`src/rtl/rhsv_pkg.sv`:
```
// Shared types and constants for the 8-bit RGB to HSV converter.
// No dependencies; used by rhsv_divstage and rgb_to_hsv_8bit.
package rhsv_pkg;

   localparam int CHAN_W = 8;    // pixel channel and result width
   localparam int NUM_W  = 11;   // hue numerator, 0 .. 6*delta-1 <= 1529
   localparam int REM_W  = 20;   // dividend / partial remainder
   localparam int DEN_W  = 12;   // divisor, up to 12*255
   localparam int Q_W    = 8;    // quotient bits, results never exceed 255

   // 2*255, numerator scale shared by the hue and saturation quotients
   localparam logic [9:0] SCALE2 = 10'd510;

   typedef enum logic [1:0] {
      SECT_RED   = 2'd0,
      SECT_GREEN = 2'd1,
      SECT_BLUE  = 2'd2
   } sect_type;

   typedef struct packed {
      logic [REM_W-1:0] rem;
      logic [DEN_W-1:0] den;
      logic [Q_W-1:0]   quo;
   } div_type;

endpackage

```
`src/rtl/rhsv_divstage.sv`:
```
// One registered step of the restoring divider: resolves two quotient bits.
// Depends on rhsv_pkg for div_type and the field widths.
module rhsv_divstage
   import rhsv_pkg::*;
(
   input  logic       clock,
   input  logic       advance,
   input  logic [2:0] hi_bit,
   input  div_type    d_in,
   output div_type    d_out_ff
);

   div_type          d_out_in;
   logic [2:0]       lo_bit;
   logic [REM_W-1:0] sub_hi;
   logic [REM_W-1:0] sub_lo;
   logic [REM_W-1:0] rem_mid;
   logic             ge_hi;
   logic             ge_lo;

   always_comb begin
      lo_bit  = hi_bit - 3'd1;
      sub_hi  = REM_W'(d_in.den) << hi_bit;
      ge_hi   = d_in.rem >= sub_hi;
      rem_mid = ge_hi ? d_in.rem - sub_hi : d_in.rem;
      sub_lo  = REM_W'(d_in.den) << lo_bit;
      ge_lo   = rem_mid >= sub_lo;
      d_out_in.rem = ge_lo ? rem_mid - sub_lo : rem_mid;
      d_out_in.den = d_in.den;
      d_out_in.quo = {d_in.quo[Q_W-3:0], ge_hi, ge_lo};
   end

   always_ff @(posedge clock) begin
      if (advance) begin
         d_out_ff <= d_out_in;
      end
   end

endmodule

```
`src/rtl/rgb_to_hsv_8bit.sv`:
```
// Top level of the 8-bit RGB to HSV converter: pipeline control and the
// front stages; depends on rhsv_pkg and rhsv_divstage.
//
//  channel | ports                                   | direction
//  --------+-----------------------------------------+----------
//  request | req_valid, req_stall, req_red/green/blue | in
//  response| rsp_valid, rsp_stall, rsp_hue,           | out
//          | rsp_saturation, rsp_brightness           |
//
// Six register stages: max/min and hue numerator, scaled dividends and
// divisors, then four divider stages of two quotient bits each.
// One pixel per clock while the response is not stalled.
// Reset clears only the valid bits. A stall at the response freezes every
// stage while the output is valid, and request stall rises with it.
module rgb_to_hsv_8bit
   import rhsv_pkg::*;
(
   input  logic              clock,
   input  logic              reset,
   input  logic              req_valid,
   output logic              req_stall,
   input  logic [CHAN_W-1:0] req_red,
   input  logic [CHAN_W-1:0] req_green,
   input  logic [CHAN_W-1:0] req_blue,
   output logic              rsp_valid,
   input  logic              rsp_stall,
   output logic [CHAN_W-1:0] rsp_hue,
   output logic [CHAN_W-1:0] rsp_saturation,
   output logic [CHAN_W-1:0] rsp_brightness
);

   localparam int NSTG = 6;

   logic              advance;
   logic [NSTG-1:0]   vld_ff;
   logic [CHAN_W-1:0] bri_ff [NSTG];

   // stage 1
   logic [CHAN_W-1:0] mx_w, mn_w, dl_w;
   sect_type          sect_w;
   logic signed [11:0] num_s;
   logic [NUM_W-1:0]  num_in, num_ff;
   logic [CHAN_W-1:0] dl_ff;

   // stage 2
   div_type hdiv_in, hdiv_ff, sdiv_in, sdiv_ff;
   div_type hst [4];
   div_type sst [4];

   assign advance   = !rsp_stall || !vld_ff[NSTG-1];
   assign req_stall = !advance;

   always_comb begin
      mx_w = (req_red > req_green) ? req_red : req_green;
      mx_w = (mx_w > req_blue) ? mx_w : req_blue;
      mn_w = (req_red < req_green) ? req_red : req_green;
      mn_w = (mn_w < req_blue) ? mn_w : req_blue;
      dl_w = mx_w - mn_w;
      priority if (mx_w == req_red) begin
         sect_w = SECT_RED;
      end else if (mx_w == req_green) begin
         sect_w = SECT_GREEN;
      end else begin
         sect_w = SECT_BLUE;
      end
      unique case (sect_w)
         SECT_RED: begin
            num_s = $signed({4'd0, req_green}) - $signed({4'd0, req_blue});
            // wrap negative hue by one whole circle
            if (num_s < 0) begin
               num_s = num_s + $signed(12'(6 * dl_w));
            end
         end
         SECT_GREEN: begin
            num_s = $signed(12'(2 * dl_w)) + $signed({4'd0, req_blue})
                    - $signed({4'd0, req_red});
         end
         SECT_BLUE: begin
            num_s = $signed(12'(4 * dl_w)) + $signed({4'd0, req_red})
                    - $signed({4'd0, req_green});
         end
         default: begin
            num_s = '0;
         end
      endcase
      num_in = num_s[NUM_W-1:0];
   end

   always_ff @(posedge clock) begin
      if (advance) begin
         num_ff    <= num_in;
         dl_ff     <= dl_w;
         bri_ff[0] <= mx_w;
      end
   end

   // Gray hue, black saturation: zero over a unit divisor gives zero.
   always_comb begin
      hdiv_in.rem = REM_W'(SCALE2) * REM_W'(num_ff) + REM_W'(6 * dl_ff);
      hdiv_in.den = (dl_ff == '0) ? DEN_W'(1) : DEN_W'(12 * dl_ff);
      hdiv_in.quo = '0;
      sdiv_in.rem = REM_W'(SCALE2) * REM_W'(dl_ff) + REM_W'(bri_ff[0]);
      sdiv_in.den = (bri_ff[0] == '0) ? DEN_W'(1) : DEN_W'({bri_ff[0], 1'b0});
      sdiv_in.quo = '0;
   end

   always_ff @(posedge clock) begin
      if (advance) begin
         hdiv_ff   <= hdiv_in;
         sdiv_ff   <= sdiv_in;
         bri_ff[1] <= bri_ff[0];
      end
   end

   for (genvar k = 0; k < 4; k++) begin : g_div
      rhsv_divstage u_hue (
         .clock    (clock),
         .advance  (advance),
         .hi_bit   (3'(7 - 2 * k)),
         .d_in     ((k == 0) ? hdiv_ff : hst[(k == 0) ? 0 : k - 1]),
         .d_out_ff (hst[k])
      );
      rhsv_divstage u_sat (
         .clock    (clock),
         .advance  (advance),
         .hi_bit   (3'(7 - 2 * k)),
         .d_in     ((k == 0) ? sdiv_ff : sst[(k == 0) ? 0 : k - 1]),
         .d_out_ff (sst[k])
      );
      always_ff @(posedge clock) begin
         if (advance) begin
            bri_ff[k + 2] <= bri_ff[k + 1];
         end
      end
   end

   always_ff @(posedge clock) begin
      if (reset) begin
         vld_ff <= '0;
      end else if (advance) begin
         vld_ff <= {vld_ff[NSTG-2:0], req_valid};
      end
   end

   assign rsp_valid      = vld_ff[NSTG-1];
   assign rsp_hue        = hst[3].quo;
   assign rsp_saturation = sst[3].quo;
   assign rsp_brightness = bri_ff[NSTG-1];

endmodule
```
`config.mk`:
```
export PLATFORM = sky130hd
export DESIGN_NAME = rgb_to_hsv_8bit
export DESIGN_NICKNAME = d
export VERILOG_FILES = /design/src/rtl/rhsv_pkg.sv /design/src/rtl/rhsv_divstage.sv /design/src/rtl/rgb_to_hsv_8bit.sv
export SDC_FILE = /design/constraint.sdc
export NUM_CORES = 1
export LEC_CHECK = 0
export ABC_AREA = 1
export ABC_CLOCK_PERIOD_IN_PS = 14050
export BUFFER_PORTS_ARGS = -buffer_cell sky130_fd_sc_hd__buf_2
export CAP_MARGIN = 20
export CELL_PAD_IN_SITES_DETAIL_PLACEMENT = 0
export CELL_PAD_IN_SITES_GLOBAL_PLACEMENT = 2
export CORE_ASPECT_RATIO = 0.7
export CORE_MARGIN = 1
export CORE_UTILIZATION = 39
export DETAILED_ROUTE_END_ITERATION = 8
export PLACE_DENSITY_LB_ADDON = 0.2
export SLEW_MARGIN = 20
export SYNTH_ARGS = -nofsm -noshare
export SYNTH_HDL_FRONTEND = slang
export SYNTH_HIERARCHICAL = 1
export SYNTH_SLANG_ARGS = --single-unit
```
`constraint.sdc`:
```
create_clock -name clock -period 14.05 [get_ports clock]
set_input_delay 0.7025 -clock clock [delete_from_list [all_inputs] [get_ports clock]]
set_output_delay 0.7025 -clock clock [all_outputs]
set_load 0.01 [all_outputs]
```
# Word level (Yosys, flattened, before mapping)
# Memory sizes are Yosys's and may differ from the RTL's.
# Cells that the tools add are included.
# word_totals
output_inout_bits	26
mem_count	1
wordCells	116
mem_bits_rw	48
input_bits	28
ff_bits	321
# op_classes
n_reduce_logical	7
add_sub_neg	23
n_eq_ne	4
mul	5
n_lt_le_gt_ge	21
mux	26
# memory_table
name	words	width	read_ports	rd_clocked_by_memory_dff	write_ports	line	source
bri_ff	6	8	6	0	6	rgb_to_hsv_8bit.sv:36	logic [CHAN_W-1:0] bri_ff [NSTG];
# op_table
cell	count
two-way mux 20 bit	14
greater-or-equal comparator 20 x 12 -> 1 bit	2
greater-or-equal comparator 20 x 13 -> 1 bit	2
greater-or-equal comparator 20 x 14 -> 1 bit	2
greater-or-equal comparator 20 x 15 -> 1 bit	2
greater-or-equal comparator 20 x 16 -> 1 bit	2
greater-or-equal comparator 20 x 17 -> 1 bit	2
greater-or-equal comparator 20 x 18 -> 1 bit	2
greater-or-equal comparator 20 x 19 -> 1 bit	2
subtractor 20 x 13 -> 20 bit	2
subtractor 20 x 14 -> 20 bit	2
subtractor 20 x 15 -> 20 bit	2
subtractor 20 x 16 -> 20 bit	2
subtractor 20 x 17 -> 20 bit	2
subtractor 20 x 18 -> 20 bit	2
subtractor 20 x 19 -> 20 bit	2
case mux 11 bit (3 select lines)	1
two-way mux 8 bit	4
multiplier 2 x 8 -> 10 bit (first input constant)	3
adder 20 x 11 -> 20 bit	1
multiplier 8 x 11 -> 19 bit (first input constant)	1
adder 17 x 8 -> 18 bit	1
equality test 8 bit	2
greater-than comparator 8 bit	2
other kinds (19)	27

# Depth between registers and ports, before layout
# Gate-level depths: netlist (run 1).
# depth
ltp_word	9
mapped_depth	46
ltp_nobuf	45

# Hierarchy
# The synthesis (run 1) kept the hierarchy.
# by_module_without_submodules
mod	area_each_um2	instances	cells_per_inst
rhsv_divstage at g_div[1].u_sat ...	4564.4	5	671
rgb_to_hsv_8bit	12318.1	1	1274
rhsv_divstage at g_div[0].u_hue ...	4591.9	2	682
rhsv_divstage at g_div[1].u_hue	4667.0	1	668

# Worst setup path after synthesis (run 1)
# No wires, ideal clock.
# synth_path
path_kind	input -> register
startpoint	in rsp_stall
endpoint	reg vld_ff[4]
arrival_time_ps	12669
path_slack_ps	1258
n_path_buf	0
setup_time_ps	123
stages	3
t_required_ps	13927
path_cell_list	nand2_1 -> inv_1 -> a211oi_1
# synth_between
elab_chain_len	2
# synth_lines
item	line	source
start: declaration	rgb_to_hsv_8bit.sv:26	input logic rsp_stall,
zero test 1 bit	rgb_to_hsv_8bit.sv:50	assign advance = !rsp_stall || !vld_ff[NSTG-1];
logical OR 1 bit	rgb_to_hsv_8bit.sv:50	
end signal: assignment	rgb_to_hsv_8bit.sv:141	vld_ff <= {vld_ff[NSTG-2:0], req_valid};
end: declaration	rgb_to_hsv_8bit.sv:35	logic [NSTG-1:0] vld_ff;
# No other way between the ends.
# A chain may end at the register's enable or synchronous reset.

# Final worst setup path (run 1)
# layout_path
startpoint	in req_red[0]
endpoint	reg num_ff[10], data pin
# layout_between
elab_chain_len	9
elab_cells_between_ends	24
cone_classes	6 x add/sub; 1 x mul; 4 x order compare; 4 x eq/ne; 8 x mux; 1 x reduce/logical
# layout_lines
item	line	source
start: declaration	rgb_to_hsv_8bit.sv:22	input logic [CHAN_W-1:0] req_red,
greater-than comparator 8 bit	rgb_to_hsv_8bit.sv:54	mx_w = (req_red > req_green) ? req_red : req_green;
two-way mux 8 bit *	rgb_to_hsv_8bit.sv:54	
greater-than comparator 8 bit	rgb_to_hsv_8bit.sv:55	mx_w = (mx_w > req_blue) ? mx_w : req_blue;
two-way mux 8 bit *	rgb_to_hsv_8bit.sv:55	
net mx_w[0]	rgb_to_hsv_8bit.sv:39	logic [CHAN_W-1:0] mx_w, mn_w, dl_w;
subtractor 8 bit *	rgb_to_hsv_8bit.sv:58	dl_w = mx_w - mn_w;
net dl_w[2]	rgb_to_hsv_8bit.sv:39	
multiplier 2 x 8 -> 10 bit	rgb_to_hsv_8bit.sv:71	num_s = num_s + $signed(12'(6 * dl_w));
adder 9 x 11 -> 11 bit	rgb_to_hsv_8bit.sv:71	
two-way mux 11 bit	rgb_to_hsv_8bit.sv:70	if (num_s < 0) begin
case mux 11 bit (3 select lines) *	rgb_to_hsv_8bit.sv:66	unique case (sect_w)
net num_s[10]	rgb_to_hsv_8bit.sv:41	logic signed [11:0] num_s;
end signal: assignment	rgb_to_hsv_8bit.sv:91	num_ff <= num_in;
end: declaration	rgb_to_hsv_8bit.sv:42	logic [NUM_W-1:0] num_in, num_ff;
# Mark *: on every way through the listed nets, which the timed path passes. The rest lies on a longest branch.

==> impl_metrics.tcl, run 1 <==
set metrics [dict create \
    outcome "finished clean" \
    avgSynthCellArea_um2 7.188 \
    numClockSinks 361 \
    cts_tree "built" \
    wl_met3_mm 8.806 \
    worst_ep_required_time_ns 14.43 \
    cts_buffer_depth 3 \
    grt_pass1_wl_mm 214.7 \
    cts_root_buffer "clkbuf_16" \
    period_minus_slack_ns 7.518 \
    die_x_um 406.7 \
    area_growth_pct 7.639 \
    slowest_stage "xnor2_1" \
    met1_length_mm 78.12 \
    syn-instance-count 6221 \
    startpoint_type "input port" \
    overflow 0 \
    tightest_slew_ns 1.023 \
    ant_nets 0 \
    coreArea_mm2 0.1132 \
    worst-r2r-cell-count 27 \
    grt_max_degree 91 \
    antenna_found_initial 2 \
    drt_iter0_drc 3220 \
    tns_ns 0 \
    cts_setup_buffers 0 \
    critPathArrivalTime_ns 7.90 \
    crit_fanout 16 \
    r2r_start "hdiv_ff[14]" \
    rows 103 \
    drive_gt1_share_pct 7.644 \
    cts_resized 0 \
    h-tree-depth 2 \
    grt_pass1_vias 36760 \
    period_share_pct 53.51 \
    multi_input_area_mm2 0.03075 \
    max_freq_mhz 133.0 \
    cp-end-kind "flop" \
    nets 6877 \
    crit_buf_inv 5 \
    hpwl_mm 115.3 \
    final_hold_viol_count 0 \
    grt_use_total_pct 23.59 \
    wirelength_mm 137.6 \
    rsz0062_at_grt "no" \
    portBuffers 53 \
    vias_per_cell 5.115 \
    n_antenna_cell 0 \
    cpLargestDelayFamily "adder cells" \
    hold_end "vld_ff[3]" \
    cpPeakStageDelay_ns 0.71 \
    boundaryPins 54 \
    worstHoldStart "reset" \
    fillCellCount 11890 \
    ctsHoldBuffers 0 \
    die_h_um 285.3 \
    path_class "input port to flop" \
    fin_worst_skew_ns 0.03346 \
    routedWlPerCell_um 17.58 \
    r2r_slack_ns 7.82 \
    start_util_pct 39.52 \
    seqCellArea_mm2 0.01078 \
    synthesis.area_mm2 0.04471 \
    wl_met2_mm 48.94 \
    holdPathStages 2 \
    worstReg2RegEnd "g_div[0].u_hue/d_out_ff[38]" \
    clk_pin_slew_ns 0.06 \
    numCtsBuffers 46 \
    maxUsedRoutingLayer "met4" \
    relSlewSlack_pct 31.09 \
    cp_common_cell "nand2_1" \
    ys_warn_count 6 \
    gp_congestion 0.9036 \
    via_count 40040 \
    hp-class "input port to flop" \
    setup_viol 0 \
    drc 0 \
    slew_violations 0 \
    dieArea_mm2 0.1160 \
    clk_latency_ns 0.63 \
    drt-pass1-iter-count 5 \
    maxCapViolations 0 \
]
cells in the final DEF (no fill, tap or decap), drive strengths merged, types with 35 or more instances in the layout:
master	n
nor3	45
fa	108
o21bai	43
xnor2	76
nand3	303
a31oi	68
or2	75
a21oi	455
ha	472
nand4	42
conb	104
inv	748
xor2	212
clkbuf	56
buf	59
o21ai	612
nor2	320
edfxtp	355
nand3b	35
mux2i	37
nand2	1909
final cells by class:
| class | instances | share of cell area, % |
|---|---|---|
| Multi-Input combinational cell | 5055 | 63.88 |
| Inverter | 746 | 5.860 |
| Sequential cell | 361 | 22.40 |
| Clock inverter | 29 | 0.7357 |
| Clock buffer | 56 | 2.514 |
| Timing Repair Buffer | 59 | 0.6525 |
| Tap cell | 1522 | 3.957 |
through the flow:
stage                     setup WS [ns]  hold WS, ns  instance area [um^2]  utilization (%)  std cells
after global routing              5.903       0.2935                 48130            42.54       7828
after global placement            6.115       0.4006                 46560            41.15       7743
after detailed placement          5.996       0.4045                 46560            41.15       7743
final                             6.532       0.3397                 48130            42.54       7828
after floorplan                   3.528       0.4003                 45100                -       6323
after CTS                         6.656       0.2865                 48130            42.53       7828
state kept, by name, indices dropped and copies added, names as in the netlist:
register and flops:
g_div.u_hue/d_out_ff 116, dl_ff 8, g_div.u_sat/d_out_ff 116, bri_ff 47
hdiv_ff 30, vld_ff 6, num_ff 11, sdiv_ff 27
worst max-delay path by stage:
| stage | startpoint | to | slack, ns | depth (start not counted) |
|---|---|---|---|---|
| 4_1_cts | req_red[0] | num_ff[10] | 6.66 | 39 |
| 5_1_grt | req_red[0] | num_ff[10] | 5.90 | 39 |
| 3_3_place_gp | req_red[0] | num_ff[10] | 6.12 | 39 |
| 3_5_place_dp | req_red[0] | num_ff[10] | 6.00 | 39 |
| 2_1_floorplan | rsp_stall | vld_ff[4] | 3.53 | 3 |
| 6_report | req_red[0] | num_ff[10] | 6.53 | 39 |
layer usage:
| metal | global-route usage [%] | vias to the layer above |
|---|---|---|
| li1 | - | 20780 |
| met1 | 40.11 | 18270 |
| met4 | 3.534 | 0 |
| met2 | 30.06 | 901 |
| met3 | 3.904 | 92 |
| met5 | 0 | - |
Power of run 1 is left out: the tool's default activity adds up to more than one toggle a clock period on the data nets, which glitch-free logic cannot reach.
==> inputs of run 2 (changes only) <==
ABC_AREA = 0   (was 1)
ABC_CLOCK_PERIOD_IN_PS = 6580   (was 14050)
clock period = 6.58 ns   (was 14.05 ns; I/O delays follow)
==> impl_metrics.tcl, run 2 <==
set metrics [dict create \
    outcome "finished clean" \
    coreArea_mm2 0.1154 \
    overflow 0 \
    grt_pass1_vias 35830 \
    fin_worst_skew_ns 0.02586 \
    grt_use_total_pct 23.43 \
    portBuffers 53 \
    startpoint_type "input port" \
    gp_congestion 0.8978 \
    worstHoldStart "req_blue[1]" \
    r2r_slack_ns 0.35 \
    via_count 38020 \
    antenna_found_initial 7 \
    met2_usage_pct 31.90 \
    grtUsageMet1_pct 37.86 \
    die_x_um 410.6 \
    clk_pin_slew_ns 0.06 \
    cp_common_cell "a21oi_2" \
    worst_ep_required_time_ns 6.92 \
    tightest_slew_ns 0.9212 \
    dpl_cell_area_mm2 0.04921 \
    clk_latency_ns 0.62 \
    cp-end-kind "flop" \
    max_freq_mhz 159.4 \
    maxCapViolations 0 \
    ys_warn_count 6 \
    synthesis.area_mm2 0.04558 \
    drc 0 \
    numClockSinks 361 \
    dieArea_mm2 0.1183 \
    stdcell_area_mm2 0.05105 \
    critPathLaunch "req_red[0]" \
    hpwl_mm 115.8 \
    grt_busiest_layer "met1" \
    period_minus_slack_ns 6.275 \
    worstReg2RegEnd "g_div[0].u_hue/d_out_ff[32]" \
    slew_violations 0 \
    cts_tree "built" \
    critPathCapture "num_ff[9]" \
    ant_nets 0 \
    drt_iter0_drc 3222 \
    grt_max_degree 109 \
    boundaryPins 54 \
    cts_root_buffer "clkbuf_16" \
    largest_registers "g_div.u_hue/d_out_ff (116), g_div.u_sat/d_out_ff (116), bri_ff (47)" \
    mostFrequentLayoutCells "ha_1 (469), a21oi_1 (464), nand2_1 (401)" \
    met3_usage_pct 4.416 \
    wirelength_mm 140.5 \
    area_growth_pct 12.01 \
    critPathArrivalTime_ns 6.62 \
    start_util_pct 39.49 \
    period_share_pct 95.36 \
    nets 5896 \
    path_class "input port to flop" \
    r2r_start "hdiv_ff[14]" \
    vias_per_cell 5.542 \
    layout_commonest_cell "ha_1" \
    slowest_stage "fa_1" \
    final_hold_viol_count 0 \
    routedWlPerCell_um 20.48 \
    cts_buffer_depth 3 \
    worst-r2r-cell-count 18 \
    rows 104 \
    crit_fanout 9 \
    die_h_um 288.0 \
    relSlewSlack_pct 38.59 \
    h-tree-depth 2 \
    drive_gt1_share_pct 14.02 \
    hp-class "input port to flop" \
    avgSynthCellArea_um2 9.052 \
    setup_viol 0 \
    numCtsBuffers 43 \
    cpPeakStageDelay_ns 0.45 \
    drt-pass1-iter-count 7 \
    grt_pass1_wl_mm 215.6 \
    whs_ns 0.2991 \
    syn-instance-count 5035 \
]
## run 2: area by class of cell
cell class,count,area [um^2]
fillers,11400,64370
multi-input cells,4190,33010
flip-flops and latches,361,10780
repair buffers,332,2452
well taps,1537,1923
inverters,360,1360
clock buffers,53,1124
clock inverters,26,399.1
diodes,2,5.005
## run 2: worst min path at each step
stage / end / slack [ns] / cells past startpoint
detailed placement: bri_ff[3][1] / 0.40 / 0
floorplan: vld_ff[0] / 0.40 / 1
global placement: bri_ff[5][3] / 0.40 / 0
CTS: bri_ff[0][1] / 0.24 / 4
finish: bri_ff[0][1] / 0.30 / 4
global route: bri_ff[0][1] / 0.28 / 4
## run 2: metal layers
layer,up-vias,wire (um),share of wire [%]
met5,-,13,0.0092
met4,2,1499,1.1
met3,83,9061,6.4
met2,862,54220,39
met1,18160,75750,54
li1,18920,-,-
## run 2: repair_timing
item                       CTS  global route
gates resized for setup      0            30
hold endpoints to repair     6             0
buffers inserted             0            22
hold buffers                 2             0
setup endpoints to repair    0            61
## run 2: through the flow
stage	instances	worst slack, ns	util (%)	TNS [ns]
4_1_cts	6837	0.1882	43.97	0
3_5_place_dp	6756	-0.4316	42.64	-1.392
6_report	6861	0.3051	44.23	0
3_3_place_gp	6756	-0.3084	42.64	-0.8110
5_1_grt	6859	-0.01336	44.23	-0.02375
2_1_floorplan	5109	-0.02260	-	-0.02260
## run 2: worst max-delay path: cells and delay by family
family	cells	cell delay, ns
compound gates	14	2.31
xor+xnor	1	0.22
fa+ha+maj	7	2.11
buf+inv	5	0.50
mux	1	0.21
simple gates	5	0.93
Power of run 2 is left out for the same reason.
